[config.mk]
export PLATFORM = sky130hd
export DESIGN_NAME = booth_signed_multiplier_core_flat
export DESIGN_NICKNAME = d
export VERILOG_FILES = /design/src/hdl/bsm_pkg.sv /design/src/hdl/bsm_op_if.sv /design/src/hdl/bsm_prod_if.sv /design/src/hdl/bsm_cell.sv /design/src/hdl/booth_signed_multiplier_core.sv /design/src/flat_wrapper.sv
export SDC_FILE = /design/constraint.sdc
export NUM_CORES = 1
export LEC_CHECK = 0
export BUFFER_PORTS_ARGS = -buffer_cell sky130_fd_sc_hd__buf_2
export CAP_MARGIN = 40
export CORE_MARGIN = 3
export CORE_UTILIZATION = 35
export DETAILED_ROUTE_END_ITERATION = 10
export HOLD_SLACK_MARGIN = 0.08
export PLACE_DENSITY = 0.55
export SLEW_MARGIN = 15
export SYNTH_ARGS = -nofsm -noshare
export SYNTH_HDL_FRONTEND = slang
export SYNTH_HIERARCHICAL = 1
export SYNTH_SLANG_ARGS = --single-unit
[constraint.sdc]
create_clock -name clk -period 2.54 [get_ports clk]
set_input_delay 0.254 -clock clk [delete_from_list [all_inputs] [get_ports clk]]
set_output_delay 0.254 -clock clk [all_outputs]
set_load 0.005 [all_outputs]
[src/hdl/bsm_pkg.sv]
`timescale 1ns / 1ps
// ----------------------------------------------------------------------------
// Booth multiplier package
// Operand widths and the word that each Booth cell hands on to the next.
// ----------------------------------------------------------------------------
package bsm_pkg;

	localparam int WIDTH  = 8;
	localparam int ACC_W  = WIDTH + 1;
	localparam int PROD_W = 2 * WIDTH;

	typedef struct packed {
		logic [ACC_W-1:0] acc;
		logic [WIDTH-1:0] q;
		logic             extra;
		logic [ACC_W-1:0] mcand;
	} bsm_stage_t;

endpackage

[src/hdl/bsm_op_if.sv]
`timescale 1ns / 1ps
// ----------------------------------------------------------------------------
// Operand channel
// Valid/ready channel carrying one multiplicand and multiplier pair.
// ----------------------------------------------------------------------------
interface bsm_op_if;
	import bsm_pkg::*;

	logic                    valid;
	logic                    ready;
	logic signed [WIDTH-1:0] multiplicand;
	logic signed [WIDTH-1:0] multiplier;

	modport source (output valid, output multiplicand, output multiplier, input ready);
	modport sink   (input valid, input multiplicand, input multiplier, output ready);
endinterface

[src/hdl/bsm_prod_if.sv]
`timescale 1ns / 1ps
// ----------------------------------------------------------------------------
// Product channel
// Valid/ready channel carrying one signed product.
// ----------------------------------------------------------------------------
interface bsm_prod_if;
	import bsm_pkg::*;

	logic                     valid;
	logic                     ready;
	logic signed [PROD_W-1:0] product;

	modport source (output valid, output product, input ready);
	modport sink   (input valid, input product, output ready);
endinterface

[src/hdl/bsm_cell.sv]
`timescale 1ns / 1ps
// ----------------------------------------------------------------------------
// Booth cell
// One radix-2 Booth step (add, subtract or keep, then arithmetic shift right)
// followed by a stage register with its own valid and a local ready.
// ----------------------------------------------------------------------------
module bsm_cell (
	input  logic               clk,
	input  logic               arst_n,
	input  logic               up_valid,
	input  bsm_pkg::bsm_stage_t up_data,
	output logic               up_ready,
	output logic               dn_valid,
	output bsm_pkg::bsm_stage_t dn_data,
	input  logic               dn_ready
);
	import bsm_pkg::*;

	logic             vld_q;
	bsm_stage_t       data_q;
	bsm_stage_t       step;
	logic [ACC_W-1:0] acc_sum;

	always_comb begin
		case ({up_data.q[0], up_data.extra})
			2'b10:   acc_sum = up_data.acc - up_data.mcand;
			2'b01:   acc_sum = up_data.acc + up_data.mcand;
			default: acc_sum = up_data.acc;
		endcase
		step.mcand = up_data.mcand;
		step.extra = up_data.q[0];
		step.q     = {acc_sum[0], up_data.q[WIDTH-1:1]};
		step.acc   = {acc_sum[ACC_W-1], acc_sum[ACC_W-1:1]};
	end

	assign up_ready = !vld_q || dn_ready;

	always_ff @(posedge clk or negedge arst_n) begin
		if (!arst_n) begin
			vld_q <= 1'b0;
		end else if (up_ready) begin
			vld_q <= up_valid;
		end
	end

	// advance payload on a taken request
	always_ff @(posedge clk) begin
		if (up_ready && up_valid) begin
			data_q <= step;
		end
	end

	assign dn_valid = vld_q;
	assign dn_data  = data_q;

endmodule

[src/hdl/booth_signed_multiplier_core.sv]
`timescale 1ns / 1ps
// ----------------------------------------------------------------------------
// Booth signed multiplier core
// Pipelined radix-2 Booth multiplier built as a chain of step cells.
// ----------------------------------------------------------------------------
// A chain of WIDTH identical cells, one per Booth step, each with its own
// stage register. A new operand request is taken every cycle unless result
// back-pressure stalls the chain, and its product passes each cell's register
// in turn; throughput is one product per cycle when not stalled, set by the
// single step each cell performs. The last cell's register is the output
// register, and every cell keeps its own ready, so new requests enter while
// a finished product waits downstream until the chain is full.
module booth_signed_multiplier_core (
	input  logic       clk,
	input  logic       arst_n,
	bsm_op_if.sink     operand,
	bsm_prod_if.source result
);
	import bsm_pkg::*;

	logic       vld   [WIDTH+1];
	logic       rdy   [WIDTH+1];
	bsm_stage_t data  [WIDTH+1];

	always_comb begin
		data[0].acc   = '0;
		data[0].q     = operand.multiplier;
		data[0].extra = 1'b0;
		data[0].mcand = {operand.multiplicand[WIDTH-1], operand.multiplicand};
	end

	assign vld[0]        = operand.valid;
	assign operand.ready = rdy[0];

	for (genvar i = 0; i < WIDTH; i++) begin : g_cell
		bsm_cell u_cell (
			.clk      (clk),
			.arst_n   (arst_n),
			.up_valid (vld[i]),
			.up_data  (data[i]),
			.up_ready (rdy[i]),
			.dn_valid (vld[i+1]),
			.dn_data  (data[i+1]),
			.dn_ready (rdy[i+1])
		);
	end

	assign rdy[WIDTH]     = result.ready;
	assign result.valid   = vld[WIDTH];
	assign result.product = {data[WIDTH].acc[WIDTH-1:0], data[WIDTH].q};

	a_take_fills_first: assert property (@(posedge clk) disable iff (!arst_n)
		operand.valid && operand.ready |=> vld[1])
		else $error("accepted request did not reach first cell");

	a_empty_first_ready: assert property (@(posedge clk) disable iff (!arst_n)
		!vld[1] |-> operand.ready)
		else $error("empty first cell refused a request");

	a_stall_holds_tail: assert property (@(posedge clk) disable iff (!arst_n)
		vld[WIDTH] && !result.ready && vld[WIDTH-1] |=> vld[WIDTH-1] && vld[WIDTH])
		else $error("stalled chain dropped a request");

endmodule

[src/flat_wrapper.sv]
// flat-port wrapper written by rule: the top's interface ports become plain ports
module booth_signed_multiplier_core_flat import bsm_pkg::*;
  (clk, arst_n, operand_valid, operand_multiplicand, operand_multiplier, operand_ready, result_valid, result_product, result_ready);
  bsm_op_if operand_i ();
  bsm_prod_if result_i ();
  input  logic clk;
  input  logic arst_n;
  input wire logic [$bits(operand_i.valid)-1:0] operand_valid;
  input wire logic [$bits(operand_i.multiplicand)-1:0] operand_multiplicand;
  input wire logic [$bits(operand_i.multiplier)-1:0] operand_multiplier;
  output wire logic [$bits(operand_i.ready)-1:0] operand_ready;
  output wire logic [$bits(result_i.valid)-1:0] result_valid;
  output wire logic [$bits(result_i.product)-1:0] result_product;
  input wire logic [$bits(result_i.ready)-1:0] result_ready;
  assign operand_i.valid = operand_valid;
  assign operand_i.multiplicand = operand_multiplicand;
  assign operand_i.multiplier = operand_multiplier;
  assign operand_ready = operand_i.ready;
  assign result_valid = result_i.valid;
  assign result_product = result_i.product;
  assign result_i.ready = result_ready;
  booth_signed_multiplier_core u_core (.clk(clk), .arst_n(arst_n), .operand(operand_i), .result(result_i));
endmodule
==> flow_metrics.py, run 1 <==
metrics = {
    "run_status": {
        "status": "finished with violations",
        "violations": "negative setup slack",
    },
    "setup_path": {
        "arrival_ps": 3180,
        "cp.required_ps": 2910,
        "crit_fanout": 4,
        "crit_type": "flip-flop to flip-flop",
        "endpoint_kind": "flip-flop",
        "start_kind": "flip-flop",
    },
    "detailed_routing": {
        "drtAntennaViolNets": 0,
        "dr.pass1.iters": 4,
        "vias": 8677,
        "wl_per_cell_um": 14.6,
        "avgViaCountPerCell": 4.84,
        "drtIter0Drc": 430,
        "drc": 0,
        "wl_um": 26100,
    },
    "global_route": {
        "antenna_found_initial": 0,
        "grt_max_degree": 27,
        "grt_pass1_vias": 8730,
        "grtUsageTotal_pct": 14.2,
        "overflow": 0,
        "grt_pass1_wl_um": 42500,
    },
    "power": {
        "p_int_mw": 12.0,
        "swShare_pct": 35.0,
        "p_per_area_nw_per_um2": 1140,
        "p_comb_share_pct": 51.2,
        "pwr-share-seq_pct": 31.0,
        "vdd_drop_max_uv": 633,
        "p_leak_nw": 6.65,
        "p_switching_mw": 6.48,
        "pwr-share-clk_pct": 17.8,
        "p_total_mw": 18.5,
    },
    "clock_network": {
        "cts_sinks": 206,
        "htreeDepth": 1,
        "clock_path_buffers": 3,
        "tritoncts": "built",
        "cts-root-buf": "clkbuf_16",
        "cts_buffers": 24,
        "clk_latency_ps": 520,
        "clk_pin_slew_worst_paths_ps": 60,
    },
    "place": {
        "gp_congestion": 0.852,
        "dp_cells": 1679,
        "io_buffers": 37,
        "post-place-ws_ps": -262,
        "dp_hpwl_um": 19100,
    },
    "cells_and_area": {
        "diodes": 0,
        "final_util_pct": 48.0,
        "syn2layout_area_growth_pct": 34.6,
        "final_nets": 1442,
        "instances_no_fill": 1791,
        "drive_gt1_share_pct": 35.2,
    },
    "timing": {
        "fmax_ghz": 0.356,
        "period_needed_ps": 2810,
        "final_hold_viol_count": 0,
        "worstMarginPinSlew_ps": 786,
        "fin_skew_ps": 9.31,
        "setup_slack_ps": -270,
        "finalCritPeriodShare_pct": 111,
        "max_slew_margin_pct": 47.6,
        "rsz0062_at_grt": "yes",
        "setup_viol": 14,
        "drv_slew": 0,
        "fin_tns_setup_ps": -1870,
    },
    "floorplan": {
        "die_h_um": 191,
        "rows": 67,
        "core_area_um2": 33700,
        "initial_core_util_pct": 35.7,
        "die_x_um": 191,
        "io_pins": 38,
        "die_area_um2": 36600,
    },
    "logic_synthesis": {
        "synthesis.area_um2": 12000,
        "synth_area_per_cell_um2": 11.8,
        "yosysWarnings": 6,
        "syn_inst": 1022,
    },
    "hold_path": {
        "min_path_type": "input port to asynchronous set/reset pin",
    },
    "flow_run": {
        "cap_violations": 0,
    },
}
path summary, 6_finish.rpt:
kind | startpoint | to | slack, ps | cells past startpoint
setup / recovery | u_core/g_cell[3].u_cell/dn_data[3] | u_core/g_cell[4].u_cell/dn_data[25] | -270 | 10
hold / removal | arst_n | u_core/g_cell[2].u_cell/dn_valid | 120 | 2
setup reg to reg | u_core/g_cell[3].u_cell/dn_data[3] | u_core/g_cell[4].u_cell/dn_data[25] | -270 | 10
hold reg to reg | u_core/g_cell[4].u_cell/dn_data[17] | u_core/g_cell[5].u_cell/dn_data[16] | 410 | 0
max in group asynchronous | arst_n | u_core/g_cell[0].u_cell/dn_valid | 2250 | 2
min in group clk | result_ready | u_core/g_cell[6].u_cell/dn_valid | 170 | 4
power by group through the flow:
stage / clock, mW / sequential, mW / combinational [mW]
5_1_grt: 3.52 / 5.85 / 10.5
2_1_floorplan: 0 / 5.57 / 5.32
3_3_place_gp: 0 / 5.76 / 7.91
3_5_place_dp: 0 / 5.76 / 8.09
4_1_cts: 3.38 / 5.74 / 8.75
6_report: 3.29 / 5.73 / 9.48
placed cells by master, fill, tap and decap left out, types with 24 or more instances in the layout:
cell and n:
edfxtp_1 198, clkbuf_16 25, xor2_1 60, o21ai_1 26
a21oi_1 26, a21o_1 24, o21ai_0 39, nor2_1 55
buf_2 37, ha_1 71, nand2_1 70, buf_4 203
inv_1 57, conb_1 25
final cells by class:
class	instances	area [um^2]
clock buffers	29	641
clock inverters	14	118
fillers	3004	17500
inverters	73	279
multi-input cells	736	6240
flip-flops and latches	206	6150
well taps	448	561
repair buffers	285	2210
metrics by stage:
| stage | instance area [um^2] | hold WS [ps] |
|---|---|---|
| detailed placement | 14100 | 115 |
| global placement | 14000 | 109 |
| CTS | 15600 | 102 |
| global route | 16200 | 129 |
| finish | 16200 | 118 |
| floorplan | 12200 | -41.6 |
critical path, stage by stage (launching register included):
cell      delay, ps
edfxtp_1        440
nor2_2          180
nor4b_4         260
a21oi_2          90
xor2_1          150
ha_1            290
and2_4          160
or4_4           430
or4_1           410
a21oi_1         140
nand4b_1        110
metal layers:
| metal | vias to the layer above | global-route usage (%) | wire, um |
|---|---|---|---|
| li1 | 4354 | - | - |
| met1 | 4147 | 16.7 | 11000 |
| met2 | 129 | 26.8 | 13500 |
| met3 | 47 | 1.98 | 777 |
| met4 | 0 | 4.40 | 804 |
| met5 | - | 0 | 0 |
registers in the layout (all words and copies together), names as in the netlist:
signal	count
u_core/g_cell.u_cell/dn_data	198
u_core/g_cell.u_cell/dn_valid	8
what timing repair did:
item | 4_1_cts | 5_1_grt
endpoints found under the setup margin | 26 | 34
resized for setup | 101 | 100
buffers inserted | 21 | 31
pin swaps | 50 | 106
endpoints found under the hold margin | 27 | 0
hold buffers | 19 | 0
No activity file was read; power rests on OpenSTA's default activity.
==> run 2: changes to the inputs <==
Settings changed: CELL_PAD_IN_SITES_DETAIL_PLACEMENT set to 1, CELL_PAD_IN_SITES_GLOBAL_PLACEMENT set to 1, PLACE_DENSITY 0.55 to 0.63.
==> run 2 against run 1 <==
Compared with the run above: the run still ends with negative setup slack left; utilization rose by 2.0 points; worst hold slack worse by 24 ps; critical path depth is the same; setup slack worse by 55 ps; sequential power up 0.9%; final area increased by 4.2%; via count is 4.6% higher.
==> flow_metrics.py, run 2 (synthesized netlist as in run 1, its figures left out) <==
metrics = {
    "run_status": {
        "status": "finished with violations",
        "violations": "negative setup slack",
    },
    "timing": {
        "fmax_ghz": 0.349,
        "period_needed_ps": 2860,
        "setup_slack_ps": -325,
        "finalCritPeriodShare_pct": 113,
        "setup_viol": 18,
        "fin_skew_ps": 10.4,
        "drv_slew": 0,
        "final_hold_viol_count": 0,
        "worstMarginPinSlew_ps": 782,
        "max_slew_margin_pct": 47.9,
        "rsz0062_at_grt": "yes",
    },
    "setup_path": {
        "cp.required_ps": 2920,
        "start_kind": "flip-flop",
        "crit_type": "flip-flop to flip-flop",
        "crit_fanout": 4,
        "arrival_ps": 3250,
        "crit_start": "u_core/g_cell[3].u_cell/dn_data[0]",
        "rr_startpoint": "u_core/g_cell[3].u_cell/dn_data[0]",
        "endpoint_kind": "flip-flop",
    },
    "place": {
        "gp_congestion": 0.825,
        "io_buffers": 37,
        "placed_area_um2": 14200,
        "dp_hpwl_um": 22300,
    },
    "clock_network": {
        "clock_path_buffers": 3,
        "cts_buffers": 25,
        "clk_pin_slew_worst_paths_ps": 60,
        "htreeDepth": 1,
        "clk_latency_ps": 520,
        "tritoncts": "built",
        "cts_sinks": 206,
        "cts-root-buf": "clkbuf_16",
    },
    "detailed_routing": {
        "drtIter0Drc": 307,
        "vias": 9075,
        "drc": 0,
        "wl_per_cell_um": 17.3,
        "dr.pass1.iters": 4,
        "drtAntennaViolNets": 0,
        "avgViaCountPerCell": 4.96,
        "wl_um": 31600,
    },
    "global_route": {
        "grt_pass1_wl_um": 49300,
        "grtUsageTotal_pct": 16.6,
        "antenna_found_initial": 0,
        "overflow": 0,
        "grt_max_degree": 27,
        "grt_pass1_vias": 9543,
    },
    "power": {
        "pwr-share-seq_pct": 28.4,
        "vdd_drop_max_uv": 580,
        "swShare_pct": 35.8,
        "p_int_mw": 13.1,
        "p_comb_share_pct": 52.4,
        "p_per_area_nw_per_um2": 1210,
        "pwr-share-clk_pct": 19.2,
        "p_total_mw": 20.4,
        "p_switching_mw": 7.30,
        "p_leak_nw": 6.95,
    },
    "cells_and_area": {
        "syn2layout_area_growth_pct": 40.2,
        "final_common_cell": "buf_4",
        "final_nets": 1477,
        "drive_gt1_share_pct": 39.6,
        "fillers": 3582,
        "largest_reg_flops": 198,
        "mostFrequentLayoutCells": "buf_4, edfxtp_1, nand2_1",
        "design_area_um2": 16900,
        "diodes": 0,
    },
    "floorplan": {
        "die_x_um": 191,
        "die_h_um": 191,
        "io_pins": 38,
        "die_area_um2": 36600,
        "core_area_um2": 33700,
        "rows": 67,
        "initial_core_util_pct": 35.7,
    },
    "hold_path": {
        "min_path_type": "input port to asynchronous set/reset pin",
    },
    "flow_run": {
        "cap_violations": 0,
    },
}
run 2: changes by cell type in the layout (fill, tap and decap cells not counted), moves of 4 or more:
cell | before | now
inv_6 | 0 | 4
nor2_1 | 55 | 51
a21oi_2 | 13 | 20
a21oi_1 | 26 | 20
nor4_4 | 0 | 4
buf_4 | 203 | 238
bufinv_16 | 2 | 6
clkinv_1 | 6 | 1
run 2: final cells by class:
cell class	count	area [um^2]	share of cell area (%)
Inverter	73	287	1.70
Multi-Input combinational cell	736	6500	38.5
Tap cell	448	561	3.32
Timing Repair Buffer	319	2460	14.6
Sequential cell	206	6150	36.4
Clock buffer	26	629	3.73
Clock inverter	20	282	1.67
run 2: what timing repair did:
item	in CTS	in global routing
endpoints found under the hold margin	27	0
hold buffers	19	0
buffers inserted	29	44
resized for setup	120	128
pin swaps	46	114
setup endpoints to repair	29	38
run 2: power by group through the flow:
stage | clock [mW] | sequential, mW | combinational (mW)
3_3_place_gp | 0 | 5.76 | 8.20
6_report | 3.92 | 5.78 | 10.7
4_1_cts | 3.99 | 5.77 | 9.33
2_1_floorplan | 0 | 5.57 | 5.32
3_5_place_dp | 0 | 5.80 | 8.54
5_1_grt | 4.15 | 5.90 | 11.7
run 2: metrics by stage:
stage	hold WS [ps]	setup TNS (ps)	instances	setup WS [ps]	util, %
finish	93.9	-2530	1828	-325	50.0
global route	108	-5260	1828	-471	50.0
CTS	80.7	-2150	1790	-279	47.5
detailed placement	108	-3990	1696	-347	42.1
global placement	109	-2300	1694	-253	42.1
floorplan	-41.6	-877	1046	-139	-
run 2: path summary, 6_finish.rpt:
path | endpoint | cells past startpoint | slack [ps]
worst max-delay path | u_core/g_cell[4].u_cell/dn_data[25] | 10 | -320
worst min-delay path | u_core/g_cell[0].u_cell/dn_valid | 2 | 90
worst max register to register | u_core/g_cell[4].u_cell/dn_data[25] | 10 | -320
worst min register to register | u_core/g_cell[4].u_cell/dn_data[13] | 0 | 410
max in group asynchronous | u_core/g_cell[2].u_cell/dn_valid | 2 | 2270
min in group clk | u_core/g_cell[6].u_cell/dn_valid | 4 | 160
run 2: layer usage:
layer	part of all wire, %	global-route usage [%]
met1	41	19.5
met2	55	32.0
met3	1.9	1.85
met4	2.6	4.09
met5	0	0
run 2: worst max-delay path: stages, from the launching register on:
cell,delay (ps)
edfxtp_1,440
buf_6,160
nor4b_4,300
a21oi_2,100
xor2_1,150
ha_1,300
and2_4,170
or4_4,440
or4_4,440
a21oi_2,120
nand4b_1,110
